`config.mk`:
```
export PLATFORM = sky130hd
export DESIGN_NAME = hall_sensor_position_counter_core
export DESIGN_NICKNAME = d
export VERILOG_FILES = /design/src/hsp_pkg.sv /design/src/hall_sensor_position_counter_core.sv /design/src/hsp_decode.sv
export SDC_FILE = /design/constraint.sdc
export NUM_CORES = 1
export LEC_CHECK = 0
export ABC_AREA = 1
export BUFFER_PORTS_ARGS = -buffer_cell sky130_fd_sc_hd__buf_2
export CORE_AREA = 4 4 101 198
export CTS_BUF_LIST = sky130_fd_sc_hd__clkbuf_8
export CTS_CLUSTER_DIAMETER = 60
export CTS_CLUSTER_SIZE = 25
export DETAILED_ROUTE_END_ITERATION = 10
export DIE_AREA = 0 0 105 202
export GPL_ROUTABILITY_DRIVEN = 0
export PLACE_DENSITY_LB_ADDON = 0.12
export SYNTH_ARGS = -nofsm -noshare
export SYNTH_HDL_FRONTEND = slang
export SYNTH_SLANG_ARGS = --single-unit
```
`constraint.sdc`:
```
create_clock -name i_clk -period 5.36 [get_ports i_clk]
set_clock_uncertainty 0.05 [all_clocks]
set_input_delay 0.536 -clock i_clk [delete_from_list [all_inputs] [get_ports i_clk]]
set_output_delay 0.536 -clock i_clk [all_outputs]
set_load 0.05 [all_outputs]
```
`src/hsp_pkg.sv`:
```
// Shared types, constants and register indexes of the hall sensor position counter.
package hsp_pkg;

    // Datapath widths
    localparam int unsigned SAMPLE_WIDTH   = 12;
    localparam int unsigned POSITION_WIDTH = 32;
    localparam int unsigned LIMIT_WIDTH    = 12;
    localparam int unsigned TABLE_WIDTH    = 18;
    localparam int unsigned CFG_DATA_WIDTH = 18;
    localparam int unsigned OUT_POS_WIDTH  = 32;

    // Register reset values
    localparam logic [LIMIT_WIDTH-1:0] RANGE_LIMIT_RST    = 12'd1200;
    localparam logic [LIMIT_WIDTH-1:0] HIGH_THRESHOLD_RST = 12'd100;
    localparam logic [TABLE_WIDTH-1:0] SEQ_TABLE_RST      = 18'd120912;

    // Configuration register indexes
    typedef enum logic [1:0] {
        CFG_RANGE_LIMIT    = 2'd0,
        CFG_HIGH_THRESHOLD = 2'd1,
        CFG_SEQ_TABLE      = 2'd2,
        CFG_REVERSE_SPIN   = 2'd3
    } t_cfg_index;

    // Result status codes
    typedef enum logic [1:0] {
        ST_OK      = 2'd0,
        ST_RANGE   = 2'd1,
        ST_INVALID = 2'd2,
        ST_JUMP    = 2'd3
    } t_status;

    // Step codes, two's complement
    localparam logic [1:0] STEP_ZERO = 2'b00;
    localparam logic [1:0] STEP_UP   = 2'b01;
    localparam logic [1:0] STEP_DOWN = 2'b11;

    // Sequence index values that bound the wrap
    localparam logic [2:0] IDX_FIRST = 3'd0;
    localparam logic [2:0] IDX_LAST  = 3'd5;

    // Hall codes with all sensors equal
    localparam logic [2:0] CODE_ALL_LOW  = 3'b000;
    localparam logic [2:0] CODE_ALL_HIGH = 3'b111;

    // Configuration seen by the decoder
    typedef struct packed {
        logic [LIMIT_WIDTH-1:0] range_limit;
        logic [LIMIT_WIDTH-1:0] high_threshold;
        logic [TABLE_WIDTH-1:0] seq_table;
        logic                   reverse_spin;
    } t_cfg;

    // Decoder outcome for one request
    typedef struct packed {
        logic       upd_index;
        logic [2:0] index;
        logic [1:0] step;
        t_status    status;
    } t_dec;

endpackage

```
`src/hall_sensor_position_counter_core.sv`:
```
// Top level of the hall sensor position counter: registers, state and handshakes.
// A request is held in the input register, then decoded and added into the result register.
// Throughput: one request per cycle while the receiver takes results; set by the single decode and add stage
// between the input register and the result register.
// Reset (synchronous, active low) clears valid flags, position and last index,
// and loads the configuration registers with their default values.
module hall_sensor_position_counter_core (
    input  logic                                i_clk,
    input  logic                                i_rst_n,
    input  logic                                i_cfg_we,
    input  logic [1:0]                          i_cfg_index,
    input  logic [hsp_pkg::CFG_DATA_WIDTH-1:0]  i_cfg_data,
    input  logic                                i_in_valid,
    output logic                                o_in_ready,
    input  logic [hsp_pkg::SAMPLE_WIDTH-1:0]    i_sample_a,
    input  logic [hsp_pkg::SAMPLE_WIDTH-1:0]    i_sample_b,
    input  logic [hsp_pkg::SAMPLE_WIDTH-1:0]    i_sample_c,
    output logic                                o_out_valid,
    input  logic                                i_out_ready,
    output logic signed [hsp_pkg::OUT_POS_WIDTH-1:0] o_position,
    output logic signed [1:0]                   o_step,
    output logic [1:0]                          o_status
);
    import hsp_pkg::*;

    localparam int unsigned EXT_WIDTH =
        (POSITION_WIDTH > OUT_POS_WIDTH) ? POSITION_WIDTH : OUT_POS_WIDTH;

    t_cfg                       r_cfg;
    logic                       r_in_valid;
    logic [SAMPLE_WIDTH-1:0]    r_a, r_b, r_c;
    logic [2:0]                 r_last_index;
    logic [POSITION_WIDTH-1:0]  r_count, n_count;
    logic                       r_out_valid;
    logic [OUT_POS_WIDTH-1:0]   r_position;
    logic [1:0]                 r_step;
    t_status                    r_status;
    t_dec                       w_dec;
    logic                       w_advance;
    logic [EXT_WIDTH-1:0]       w_pos_ext;

    // Configuration writes
    always_ff @(posedge i_clk) begin
        if (!i_rst_n) begin
            r_cfg.range_limit    <= RANGE_LIMIT_RST;
            r_cfg.high_threshold <= HIGH_THRESHOLD_RST;
            r_cfg.seq_table      <= SEQ_TABLE_RST;
            r_cfg.reverse_spin   <= 1'b0;
        end else if (i_cfg_we) begin
            case (t_cfg_index'(i_cfg_index))
                CFG_RANGE_LIMIT:    r_cfg.range_limit    <= i_cfg_data[LIMIT_WIDTH-1:0];
                CFG_HIGH_THRESHOLD: r_cfg.high_threshold <= i_cfg_data[LIMIT_WIDTH-1:0];
                CFG_SEQ_TABLE:      r_cfg.seq_table      <= i_cfg_data[TABLE_WIDTH-1:0];
                CFG_REVERSE_SPIN:   r_cfg.reverse_spin   <= i_cfg_data[0];
                default: ;
            endcase
        end
    end

    // Handshake: move a request on when the result register is free or drains
    assign w_advance  = r_in_valid && (!r_out_valid || i_out_ready);
    assign o_in_ready = !r_in_valid || w_advance;

    // Input register
    always_ff @(posedge i_clk) begin
        if (!i_rst_n) begin
            r_in_valid <= 1'b0;
        end else if (o_in_ready) begin
            r_in_valid <= i_in_valid;
        end
    end

    always_ff @(posedge i_clk) begin
        if (o_in_ready && i_in_valid) begin
            r_a <= i_sample_a;
            r_b <= i_sample_b;
            r_c <= i_sample_c;
        end
    end

    hsp_decode u_decode (
        .i_sample_a   (r_a),
        .i_sample_b   (r_b),
        .i_sample_c   (r_c),
        .i_cfg        (r_cfg),
        .i_last_index (r_last_index),
        .o_dec        (w_dec)
    );

    // Position update, step sign-extended
    assign n_count   = r_count + {{(POSITION_WIDTH-2){w_dec.step[1]}}, w_dec.step};
    assign w_pos_ext = EXT_WIDTH'(n_count);

    // State
    always_ff @(posedge i_clk) begin
        if (!i_rst_n) begin
            r_last_index <= 3'd0;
            r_count      <= '0;
        end else if (w_advance) begin
            r_count <= n_count;
            if (w_dec.upd_index) begin
                r_last_index <= w_dec.index;
            end
        end
    end

    // Result register
    always_ff @(posedge i_clk) begin
        if (!i_rst_n) begin
            r_out_valid <= 1'b0;
        end else if (w_advance) begin
            r_out_valid <= 1'b1;
        end else if (i_out_ready) begin
            r_out_valid <= 1'b0;
        end
    end

    always_ff @(posedge i_clk) begin
        if (w_advance) begin
            r_position <= w_pos_ext[OUT_POS_WIDTH-1:0];
            r_step     <= w_dec.step;
            r_status   <= w_dec.status;
        end
    end

    assign o_out_valid = r_out_valid;
    assign o_position  = r_position;
    assign o_step      = r_step;
    assign o_status    = r_status;

endmodule

```
`src/hsp_decode.sv`:
```
// Classifies one set of hall samples and works out the step against the last index.
module hsp_decode (
    input  logic [hsp_pkg::SAMPLE_WIDTH-1:0] i_sample_a,
    input  logic [hsp_pkg::SAMPLE_WIDTH-1:0] i_sample_b,
    input  logic [hsp_pkg::SAMPLE_WIDTH-1:0] i_sample_c,
    input  hsp_pkg::t_cfg                    i_cfg,
    input  logic [2:0]                       i_last_index,
    output hsp_pkg::t_dec                    o_dec
);
    import hsp_pkg::*;

    localparam int unsigned CW = (SAMPLE_WIDTH > LIMIT_WIDTH) ? SAMPLE_WIDTH : LIMIT_WIDTH;

    logic [CW-1:0] w_a, w_b, w_c, w_lim, w_thr;
    logic          w_range_err;
    logic [2:0]    w_code;
    logic [2:0]    w_idx;
    logic [3:0]    w_idx_ext, w_last_ext;
    logic          w_fwd, w_bwd;
    logic [1:0]    w_raw_step;

    // Common compare width
    assign w_a   = CW'(i_sample_a);
    assign w_b   = CW'(i_sample_b);
    assign w_c   = CW'(i_sample_c);
    assign w_lim = CW'(i_cfg.range_limit);
    assign w_thr = CW'(i_cfg.high_threshold);

    // Range check and thresholding
    assign w_range_err = (w_a > w_lim) || (w_b > w_lim) || (w_c > w_lim);
    assign w_code      = {w_a > w_thr, w_b > w_thr, w_c > w_thr};

    // Table lookup, code k takes field k-1
    always_comb begin
        case (w_code)
            3'd1:    w_idx = i_cfg.seq_table[2:0];
            3'd2:    w_idx = i_cfg.seq_table[5:3];
            3'd3:    w_idx = i_cfg.seq_table[8:6];
            3'd4:    w_idx = i_cfg.seq_table[11:9];
            3'd5:    w_idx = i_cfg.seq_table[14:12];
            3'd6:    w_idx = i_cfg.seq_table[17:15];
            default: w_idx = 3'd0;
        endcase
    end

    // One step forward in the index gives a down count, and the reverse;
    // a difference of five either way counts as the wrap step
    assign w_idx_ext  = {1'b0, w_idx};
    assign w_last_ext = {1'b0, i_last_index};
    assign w_fwd = (w_idx_ext == w_last_ext + 4'd1)
                || (w_last_ext == w_idx_ext + 4'd5);
    assign w_bwd = (w_last_ext == w_idx_ext + 4'd1)
                || (w_idx_ext == w_last_ext + 4'd5);

    always_comb begin
        if (w_fwd) begin
            w_raw_step = STEP_DOWN;
        end else if (w_bwd) begin
            w_raw_step = STEP_UP;
        end else begin
            w_raw_step = STEP_ZERO;
        end
    end

    // Outcome
    always_comb begin
        o_dec.index     = w_idx;
        o_dec.upd_index = 1'b0;
        o_dec.step      = STEP_ZERO;
        o_dec.status    = ST_OK;
        if (w_range_err) begin
            o_dec.status = ST_RANGE;
        end else if (w_code == CODE_ALL_LOW || w_code == CODE_ALL_HIGH) begin
            o_dec.status = ST_INVALID;
        end else begin
            o_dec.upd_index = 1'b1;
            if (w_idx != i_last_index && w_raw_step == STEP_ZERO) begin
                o_dec.status = ST_JUMP;
            end
            // negation of -1/+1 in two bits
            o_dec.step = i_cfg.reverse_spin ? (2'b00 - w_raw_step) : w_raw_step;
        end
    end

endmodule

```
Word level (Yosys, flattened, before mapping)

Index checks and enable logic that the tools add are counted.

Divide/modulo/power cells: 0
Mux-type cells: 12
$mul: 0
Equal/unequal tests: 15
$lt $le $gt $ge: 6
Add/sub/neg operators: 6
Reductions and logical operators: 21
Shift-type cells: 0
Bitwise operators: 0

Operators with widths:

| operator            | number |
|---|---|
| $gt 12x12->1        | 6 |
| $add 32x32->32      | 1 |
| $pmux 3 s6          | 1 |
| $eq 3x4->1          | 4 |
| $eq 3x3->1 const B  | 4 |
| $mux 2              | 6 |
| $reduce_and 2->1    | 5 |
| $add 3x1->4 const B | 2 |
| $add 3x3->4 const B | 2 |
| $logic_or 1x1->1    | 7 |
| $eq 3x2->1 const B  | 2 |
| $mux 1              | 5 |
| $eq 2x2->1 const B  | 2 |
| $logic_not 2->1     | 2 |
| $eq 3x1->1 const B  | 1 |
| $logic_and 1x1->1   | 3 |
| $logic_not 3->1     | 1 |
| $ne 3x3->1          | 1 |
| $eq 2x1->1 const B  | 1 |
| $logic_not 1->1     | 2 |
| $reduce_bool 2->1   | 1 |
| $sub 1x2->2 const A | 1 |

Memory bits (writable): 0
Bits in read-only memories: 0
Input port bits: 61
Memories kept: 0
Register bits: 152
Latch bits: 0
Output and inout port bits: 38
Logic and storage cells: 74

Depth between registers and ports, before layout

Gate-level depths: netlist (run 1).

Depth in word-level cells: 13
Depth in mapped cells: 41
Mapped depth without buffers: 41

Hierarchy

From an unflattened synthesis (run 1), not the netlist that was laid out.

Cells, all modules: 1358
Area, all modules: 10052.1 um^2

By module, submodules not included:

| module                            | instances | sequential area each (um^2) | area an instance (um^2) | cells an instance |
|---|---|---|---|---|
| hall_sensor_position_counter_core | 1         | 3763.6                      | 7564.8                  | 978 |
| hsp_decode                        | 1         | 0.0                         | 2487.4                  | 380 |

Least setup slack after synthesis (run 1)

No wires, ideal clock.

Kind: register to register
From: register r_c[11]
To: register r_position[26] (netlist: o_position[26]), data pin
Library setup time: 0.264 ns
Arrival time: 5.114 ns
Cell stages (with the launch flop): 36
Slack: -0.068 ns
Path through: edfxtp_1 -> ha_1 -> nand2_2 -> nor2_4 -> nand2_2 -> clkinv_2 -> nand2_1 -> nand3_1 -> nand2_4 -> nand2_1 -> nor3_2 -> nor2_2 -> nand2_4 -> ha_1 -> xnor2_1 -> nand3_2 -> nor2_2 -> nand2_2 -> nand2_4 -> nand2_2 -> nand2_4 -> nand3_4 -> inv_1 -> ha_1 -> a21oi_1 -> nand2_1 -> a21oi_2 -> o21ai_1 -> a21boi_2 -> o21ai_1 -> a21oi_1 -> o21ai_1 -> a21oi_1 -> o21ai_0 -> nand2_1 -> nand2_1

RTL lines:

| item                   | RTL line                                 | RTL |
|---|---|---|
| from (decl)            | hall_sensor_position_counter_core.sv:31  | `logic [SAMPLE_WIDTH-1:0] r_a, r_b, r_c;` |
| from (signal assigned) | hall_sensor_position_counter_core.sv:77  | `r_c <= i_sample_c;` |
| to (signal assigned)   | hall_sensor_position_counter_core.sv:120 | `r_position <= w_pos_ext[OUT_POS_WIDTH-1:0];` |
| to (decl)              | hall_sensor_position_counter_core.sv:35  | `logic [OUT_POS_WIDTH-1:0] r_position;` |

==> impl_metrics.json, run 1 <==
{
  "outcome": "finished, final reports clean",
  "layout-drive-gt1-share_pct": 32.61,
  "fin_nets": 1451,
  "synth-edff-count": 72,
  "switching_share_pct": 31.39,
  "grt_pass1_wl_um": 41680,
  "ff2ff_setup_slack_ns": 0.01,
  "io_buffers": 98,
  "finalSetupViolCount": 0,
  "wirelength_um": 27090,
  "htreeDepth": 4,
  "min_path_type": "primary input to register",
  "leakage_nw": 5.576,
  "synth_area_leader_cell": "edfxtp_1",
  "grt_overflow": 0,
  "synthTopCellsByCount": "174 x nand2_1, 129 x inv_1, 105 x ha_1",
  "synthMostInstantiatedCell": "nand2_1",
  "fin_area_mm2": 0.01189,
  "syn_nets": 1229,
  "numClockSinks": 152,
  "timing.rr.start": "r_a[7]",
  "power_density_mw_per_mm2": 257.2,
  "postSynthAreaPerCell_um2": 8.560,
  "netlist_top_cells_area": "edfxtp_1 24%, dfxtp_1 18%, ha_1 14%",
  "ys_seq_area_share_pct": 41.40,
  "async_flop_share_pct": 0,
  "min_period_ns": 5.348,
  "via_count": 8231,
  "crit_path_start_kind": "register",
  "dieArea_mm2": 0.02121,
  "drv_cap": 0,
  "hp-start": "i_sample_b[8]",
  "grtUsageTotal_pct": 25.36,
  "first_pass_iters": 5,
  "cts_root_buf": "clkbuf_8",
  "p_int_w": 0.002098,
  "antenna_found_initial": 1,
  "crit_slowest_cell": "edfxtp_1",
  "slew_headroom_pct": 44.82,
  "syn_area_mm2": 0.009091,
  "vias_per_cell": 5.437,
  "core-area_mm2": 0.01839,
  "yosys_most_used_dff": "dfxtp_1",
  "place_area_mm2": 0.01041,
  "route.detailed.drc": 0,
  "ir_drop_uv": 207.4,
  "yosysTopAreaCellShare_pct": 23.78,
  "r2r_end": "r_count[27]",
  "rsz0062_at_grt": "true",
  "clk_latency_ns": 0.48,
  "die_x_um": 105,
  "critPathTopFamily": "simple AND/OR/NAND/NOR gates",
  "dpl.hpwl_um": 19730,
  "endpoint_kind": "register",
  "path_clk_slew_ns": 0.09,
  "critPathArrivalTime_ns": 5.73,
  "cts_buffer_depth": 2,
  "drtAntennaViolNets": 0,
  "fin_cells": 1514,
  "ios": 99,
  "tightest_slew_ns": 0.8277,
  "synth_cell_types": 48,
  "cpPeakStageDelay_ns": 0.46,
  "grt_pass1_vias": 8425,
  "wl_per_cell_um": 17.89,
  "yosys_warnings": 0,
  "grt_max_degree": 67,
  "hold_viol_final": 0,
  "crit_buf_inv": 5,
  "worst_hold_path.endpoint": "r_b[8]",
  "die_h_um": 202,
  "critPathKind": "register to register",
  "cts_buffers": 17,
  "holdPathStages": 1,
  "maxSlewViolCount": 0,
  "synthToLayoutAreaGrowth_pct": 30.77,
  "cts_tree": "yes",
  "row_count": 70,
  "p_seq_share_pct": 43.5,
  "pwr-share-comb_pct": 24.7,
  "worstSetupPathDepth": 38,
  "ys_seq_elements": 152,
  "max_freq_ghz": 0.1870,
  "power.share.clock_pct": 31.7,
  "drt_iter0_markers": 344,
  "placed_cells": 1444,
  "critical_path_required_ns": 5.74,
  "synth_cells": 1062,
  "r2r_cells": 38,
  "min_period_over_period_pct": 99.78,
  "path_max_fanout": 7,
  "p_switching_w": 0.0009596,
  "start_util_pct": 49.43
}
## through the flow
stage / utilization, % / power, W / hold slack [ns] / TNS, ns / setup WS (ns)
2_1_floorplan: - / 0.001797 / 0.3921 / 0 / 0.02173
3_3_place_gp: 56.61 / 0.002008 / 0.4074 / -1.217 / -0.1448
3_5_place_dp: 56.61 / 0.002015 / 0.4145 / -2.560 / -0.2179
4_1_cts: 60.50 / 0.003012 / 0.1499 / 0 / 0.02002
5_1_grt: 64.64 / 0.003210 / 0.1462 / -7.140 / -0.3689
6_report: 64.64 / 0.003057 / 0.1745 / 0 / 0.01194
## cell usage in the layout (no fill, tap or decap), types with 21 or more instances in the layout
cell / count
nand2_1: 157
ha_1: 82
o21ai_0: 53
nor2_1: 93
a21oi_1: 75
edfxtp_1: 72
nand2_2: 31
ha_4: 21
nand3_1: 34
buf_4: 110
dfxtp_1: 80
inv_1: 125
buf_2: 98
## worst register-to-register path, delay by kind of cell, from the launching register on
family                     cells  cell delay (ns)
and+or+nand+nor               21             1.99
AOI/OAI and AO/OA              8             1.17
adders and majority gates      3             0.82
buffers and inverters          5             0.68
DFF                            1             0.46
xor gates and xnor gates       1             0.10
## power by group through the flow
| stage | logic [W] | clock network, W | registers, W |
|---|---|---|---|
| after detailed placement | 0.000663 | 0 | 0.00135 |
| after floorplan | 0.000397 | 0 | 0.00140 |
| after CTS | 0.000692 | 0.000992 | 0.00133 |
| after global routing | 0.000839 | 0.00103 | 0.00134 |
| after global placement | 0.000656 | 0 | 0.00135 |
| final | 0.000756 | 0.000970 | 0.00133 |
## worst max-delay path by stage
stage	from	endpoint	slack, ns
after floorplan	r_c[11]	o_position[27]	0.02
after global placement	r_a[5]	r_count[27]	-0.14
after detailed placement	r_a[5]	r_count[26]	-0.22
after CTS	r_a[5]	r_count[25]	0.02
after global routing	r_a[5]	r_count[17]	-0.37
final	r_a[7]	r_count[27]	0.01
## registers in the layout (all words and copies together), names as in the netlist
name,cells
r_c,12
r_last_index,3
o_out_valid,1
r_cfg,43
o_step,2
r_in_valid,1
o_status,2
r_a,12
r_b,12
r_count,32
o_position,32
## cell families (layout without fill, tap and decap cells)
| kind of cell | Yosys count | in the layout | synth area share (%) |
|---|---|---|---|
| and+or+nand+nor | 396 | 397 | 20.47 |
| buffers and inverters | 161 | 395 | 6.936 |
| DFF | 152 | 152 | 41.40 |
| AOI/OAI and AO/OA | 217 | 217 | 13.64 |
| adders and majority gates | 106 | 106 | 14.67 |
| other | 0 | 1 | 0 |
| xor gates and xnor gates | 30 | 30 | 2.890 |
## what timing repair did
action / 4_1_cts / 5_1_grt
pin swaps: 13 / 74
hold buffers: 0 / 0
gates resized for setup: 37 / 120
cloned: 1 / 0
buffers inserted: 7 / 29
endpoints found under the setup margin: 27 / 33
## layout make-up
class / instances / area [µm²]
clock inverters: 14 / 182.7
well taps: 216 / 270.3
multi-input cells: 750 / 5409
inverters: 142 / 538.0
flip-flops and latches: 152 / 3764
clock buffers: 18 / 247.7
diodes: 1 / 2.502
repair buffers: 221 / 1475
fillers: 1570 / 6504
## layer usage
| layer | track usage [%] | vias up | routed length (µm) |
|---|---|---|---|
| li1 | - | 4038 | - |
| met1 | 22.46 | 3846 | 8709 |
| met2 | 50.74 | 247 | 15550 |
| met3 | 4.666 | 100 | 1076 |
| met4 | 15.58 | 0 | 1747 |
| met5 | 0 | - | 0 |
Power figures use the tool's default switching activity.
==> run 2: changes to the inputs <==
Settings changed: CORE_AREA 4 4 101 198 to 4 4 147 149, DIE_AREA 0 0 105 202 to 0 0 151 153, SYNTH_HIERARCHICAL from default to 1.
==> run 2 against run 1 <==
Worst hold slack better by 0.0046 ns. Fmax up 8.5%. Synthesized area up 11%. Die area up 8.9%. Register-to-register slack better by 0.42 ns. Combinational power down 22%. Core utilization down 8.6 points. Critical path type unchanged. Highest routed layer unchanged.
==> impl_metrics.json, run 2 <==
{
  "drv_cap": 0,
  "outcome": "finished, final reports clean",
  "via_count": 8728,
  "synth_cell_types": 41,
  "slew_headroom_pct": 26.70,
  "max_freq_ghz": 0.2029,
  "antenna_found_initial": 0,
  "grtUsageTotal_pct": 21.86,
  "synthToLayoutAreaGrowth_pct": 12.43,
  "die_h_um": 153,
  "first_pass_iters": 5,
  "ys_seq_elements": 152,
  "grt_max_degree": 73,
  "mostFrequentLayoutCells": "365 x nand2_1, 202 x inv_1, 173 x nor2_1",
  "critical_path_required_ns": 5.55,
  "cts_hold_buffers": 0,
  "power_density_mw_per_mm2": 251.2,
  "min_period_over_period_pct": 91.93,
  "die_x_um": 151,
  "tightest_slew_ns": 1.099,
  "drt_iter0_markers": 626,
  "syn_area_mm2": 0.01005,
  "leakage_nw": 5.967,
  "largest_reg_flops": 43,
  "top_register": "r_cfg",
  "postSynthAreaPerCell_um2": 7.402,
  "cts_buffer_depth": 2,
  "vias_per_cell": 5.002,
  "crit_path_start_kind": "register",
  "critPathArrivalTime_ns": 5.11,
  "critPathKind": "register to register",
  "drtAntennaViolNets": 0,
  "finalSetupViolCount": 0,
  "rsz0062_at_grt": "false",
  "synth-edff-count": 72,
  "layout-drive-gt1-share_pct": 15.66,
  "path_clk_slew_ns": 0.10,
  "endpoint_kind": "register",
  "maxSlewViolCount": 0,
  "ios": 99,
  "fin_hold_ws_ns": 0.1791,
  "cts_tree": "yes",
  "cts_buffers": 17,
  "crit_buf_inv": 5,
  "final_common_cell": "nand2_1",
  "core-area_mm2": 0.02017,
  "min_path_type": "primary input to register",
  "numClockSinks": 152,
  "row_count": 52,
  "grt_overflow": 0,
  "yosys_warnings": 6,
  "fillCellCount": 1961,
  "cpPeakStageDelay_ns": 0.35,
  "crit_top_cell": "nand2_1",
  "grt_pass1_vias": 8149,
  "placed_cells": 1709,
  "ir_drop_uv": 141.1,
  "min_period_ns": 4.928,
  "synth_cells": 1358,
  "synthMostInstantiatedCell": "nand2_1",
  "dpl.hpwl_um": 18840,
  "synthTopCellsByCount": "365 x nand2_1, 202 x inv_1, 173 x nor2_1",
  "grt_pass1_wl_um": 40450,
  "async_flop_share_pct": 0,
  "htreeDepth": 4,
  "antennaDiodeCount": 0,
  "clk_latency_ns": 0.47,
  "fin_cells": 1745,
  "yosysTopAreaCellShare_pct": 21.51,
  "setup-tns-final_ns": 0,
  "start_util_pct": 49.84,
  "syn_nets": 1525,
  "fin_nets": 1629,
  "yosys_most_used_dff": "dfxtp_1",
  "synth_area_leader_cell": "edfxtp_1",
  "io_buffers": 98,
  "route.detailed.drc": 0,
  "critPathTopFamily": "simple AND/OR/NAND/NOR gates",
  "netlist_top_cells_area": "edfxtp_1 22%, dfxtp_1 16%, nand2_1 14%",
  "crit_slowest_cell": "dfxtp_1",
  "wirelength_um": 24900,
  "cts_root_buf": "clkbuf_8",
  "hold_viol_final": 0,
  "dieArea_mm2": 0.02310,
  "wl_per_cell_um": 14.27,
  "path_max_fanout": 16,
  "ys_seq_area_share_pct": 37.44
}
-- run 2: cell count changes in the layout (fill, tap and decap cells not counted), moves of 13 or more --
cell     delta
a21oi_1    -22
a21oi_2    -13
buf_4     -104
ha_1       +23
ha_4       -21
inv_1      +77
nand2_1   +208
nand3_1    +55
nor2_1     +80
-- run 2: timing repair --
action                                  4_1_cts  5_1_grt
gates resized for setup                       0        3
endpoints found under the setup margin        0       38
setup buffers                                 0        3
-- run 2: cell type report --
class	instances	area, µm²	share of cell area [%]
Inverter	223	838.3	7.417
Timing Repair Buffer	106	580.6	5.137
Sequential cell	152	3764	33.30
Tap cell	270	337.8	2.989
Multi-Input combinational cell	962	5375	47.56
Clock inverter	15	172.7	1.528
Clock buffer	17	234.0	2.070
-- run 2: kinds of logic (layout without fill, tap and decap cells) --
| logic type | Yosys count | count (layout) | synth area share, % |
|---|---|---|---|
| AO/OA/AOI/OAI | 129 | 129 | 7.331 |
| XOR/XNOR | 18 | 18 | 1.718 |
| adder cells (fa/ha/maj) | 106 | 106 | 13.27 |
| buffers and inverters | 244 | 361 | 9.261 |
| flip-flops | 152 | 152 | 37.44 |
| AND/OR/NAND/NOR | 709 | 709 | 30.98 |
-- run 2: metal layers --
layer  vias to the layer above  wire length (µm)  track usage, %
li1                       4542                 -               -
met1                      3952             12830           33.25
met2                       214             10450           32.60
met3                        20              1333           3.938
met4                         0               280           4.275
met5                         -                 0               0
-- run 2: worst register-to-register path: cells and delay by family (launching register included) --
kind,cells,cell delay (ns)
xor+xnor,1,0.22
flops,1,0.35
fa+ha+maj,3,0.91
compound gates,4,0.59
simple gates,18,1.98
buf+inv,5,0.60
-- run 2: report_power, final --
group / total (W) / switching, W / internal, W
sequential: 0.00133 / 0.0000375 / 0.00129
clock: 0.000922 / 0.000526 / 0.000395
combinational: 0.000589 / 0.000392 / 0.000197
-- run 2: worst paths after layout --
kind	cells after the start	slack, ns	end	start
worst max-delay path	31	0.43	o_position[29]	r_cfg[29]
worst min-delay path	1	0.18	r_b[10]	i_sample_b[10]
worst max register to register	31	0.43	o_position[29]	r_cfg[29]
worst min register to register	2	0.42	r_cfg[21]	r_cfg[21]
-- run 2: stage by stage --
stage	instance area (µm²)	utilization [%]	power [W]	setup slack, ns
after CTS	11240	55.71	0.002851	0.3737
after detailed placement	10830	53.70	0.001933	0.4017
final	11300	56.04	0.002839	0.4324
after global placement	10830	53.70	0.001921	0.5307
after global routing	11300	56.04	0.002992	0.001361
after floorplan	10050	-	0.001783	0.4277
==> run 3: changes to the inputs <==
Clock period 5.36 ns to 5.6 ns, I/O delays scaled along.
==> run 3 against run 2 <==
Flip-flop and latch count unchanged. Global-route usage about the same. First-iteration DRC count shrank 2.1%. Cell count shrank 0.23%. Largest cell class unchanged.
==> impl_metrics.json, run 3 (synthesis gave the netlist of run 2 again) <==
{
  "wl_per_cell_um": 14.16,
  "multi_input_area_mm2": 0.005358,
  "post_cts_buffers": 0,
  "clk_latency_ns": 0.46,
  "tightest_slew_ns": 1.059,
  "min_path_type": "primary input to register",
  "cts_buffers": 17,
  "ff2ff_setup_slack_ns": 0.56,
  "drtAntennaViolNets": 0,
  "ios": 99,
  "leakage_nw": 5.925,
  "die_x_um": 151,
  "cts_buffer_depth": 2,
  "route.detailed.drc": 0,
  "drt_iter0_markers": 613,
  "grt_overflow": 0,
  "hp-start": "i_sample_b[4]",
  "vias_per_cell": 4.987,
  "rsz0062_at_grt": "false",
  "max_freq_ghz": 0.1983,
  "post_cts_resize_count": 0,
  "critPathKind": "register to register",
  "grt_pass1_wl_um": 40560,
  "fin_nets": 1625,
  "die_h_um": 153,
  "fillCellCount": 1971,
  "hold_viol_final": 0,
  "drv_cap": 0,
  "antenna_found_initial": 0,
  "cts_hold_buffers": 0,
  "layout-drive-gt1-share_pct": 15.23,
  "finalSetupViolCount": 0,
  "endpoint_kind": "register",
  "crit_path_start_kind": "register",
  "grtUsageTotal_pct": 21.88,
  "ir_drop_uv": 132.1,
  "slew_headroom_pct": 29.17,
  "dieArea_mm2": 0.02310,
  "power_density_mw_per_mm2": 236.3,
  "htreeDepth": 4,
  "fin_hold_ws_ns": 0.2147,
  "register_area_mm2": 0.003764,
  "grt_max_degree": 47,
  "min_period_ns": 5.042,
  "min_period_over_period_pct": 90.03,
  "start_util_pct": 49.84,
  "cpPeakStageDelay_ns": 0.34,
  "crit_slowest_cell": "dfxtp_1",
  "via_count": 8683,
  "wirelength_um": 24650,
  "path_clk_slew_ns": 0.10,
  "critPathArrivalTime_ns": 5.21,
  "numClockSinks": 152,
  "top_register": "r_cfg",
  "crit_end": "o_position[30]",
  "timing.rr.start": "r_cfg[30]",
  "io_buffers": 98,
  "outcome": "finished, final reports clean",
  "setup-tns-final_ns": 0,
  "dpl.hpwl_um": 18910,
  "critical_path_required_ns": 5.77,
  "antennaDiodeCount": 0,
  "maxSlewViolCount": 0,
  "cts_tree": "yes",
  "row_count": 52,
  "final_common_cell": "nand2_1",
  "r2r_cells": 32,
  "path_max_fanout": 33,
  "core-area_mm2": 0.02017,
  "cts_root_buf": "clkbuf_8",
  "mostFrequentLayoutCells": "365 x nand2_1, 203 x inv_1, 173 x nor2_1",
  "grt_pass1_vias": 8168,
  "first_pass_iters": 7,
  "crit_top_cell": "nand2_1",
  "crit_path_start": "r_cfg[30]",
  "r2r_end": "o_position[30]",
  "largest_reg_flops": 43,
  "synthToLayoutAreaGrowth_pct": 11.43
}
==> run 3: cell count changes in the layout (fill, tap and decap cells not counted), sizes merged <==
cell      change
buf           -3
clkbuf        -1
inv           +1
clkinvlp      -1
==> run 3: cell type report <==
class / count / share of cell area [%]
clock buffers: 17 / 2.089
clock inverters: 15 / 1.218
inverters: 223 / 7.484
multi-input cells: 962 / 47.83
flip-flops and latches: 152 / 33.60
well taps: 270 / 3.016
repair buffers: 102 / 4.759
==> run 3: per-stage QoR <==
stage | cells | total power [W] | util [%] | worst slack (ns) | area [µm²]
after detailed placement | 1709 | 0.001849 | 53.70 | 0.6233 | 10830
after floorplan | 1358 | 0.001707 | - | 0.6677 | 10050
after global routing | 1741 | 0.002793 | 55.53 | 0.01832 | 11200
after global placement | 1709 | 0.001838 | 53.70 | 0.7754 | 10830
final | 1741 | 0.002647 | 55.53 | 0.5582 | 11200
after CTS | 1741 | 0.002679 | 55.53 | 0.5850 | 11200
==> run 3: per-layer routing <==
metal | GRT usage (%) | wire length [µm]
met1 | 33.05 | 12710
met2 | 32.92 | 10490
met3 | 3.642 | 1212
met4 | 4.663 | 232
met5 | 0 | 0
==> run 3: how the worst min path moves through the flow <==
stage                 to  depth (start not counted)
2_1_floorplan  r_cfg[21]                          2
3_3_place_gp   r_cfg[21]                          2
3_5_place_dp   r_cfg[25]                          2
4_1_cts           r_b[4]                          1
5_1_grt           r_b[4]                          1
6_report          r_b[4]                          1
==> run 3: worst max-delay path: cells and delay by family, from the launching register on <==
kind | cells | cell delay, ns
compound gates | 3 | 0.44
flops | 1 | 0.34
xor+xnor | 1 | 0.21
simple gates | 20 | 2.18
buf+inv | 5 | 0.61
fa+ha+maj | 3 | 0.96
==> run 3: power breakdown <==
group	leakage (nW)	switching, W	internal, W	total (W)
logic	4.38	0.000372	0.000183	0.000555
registers	1.35	0.0000363	0.00124	0.00127
clock network	0.194	0.000459	0.000360	0.000819
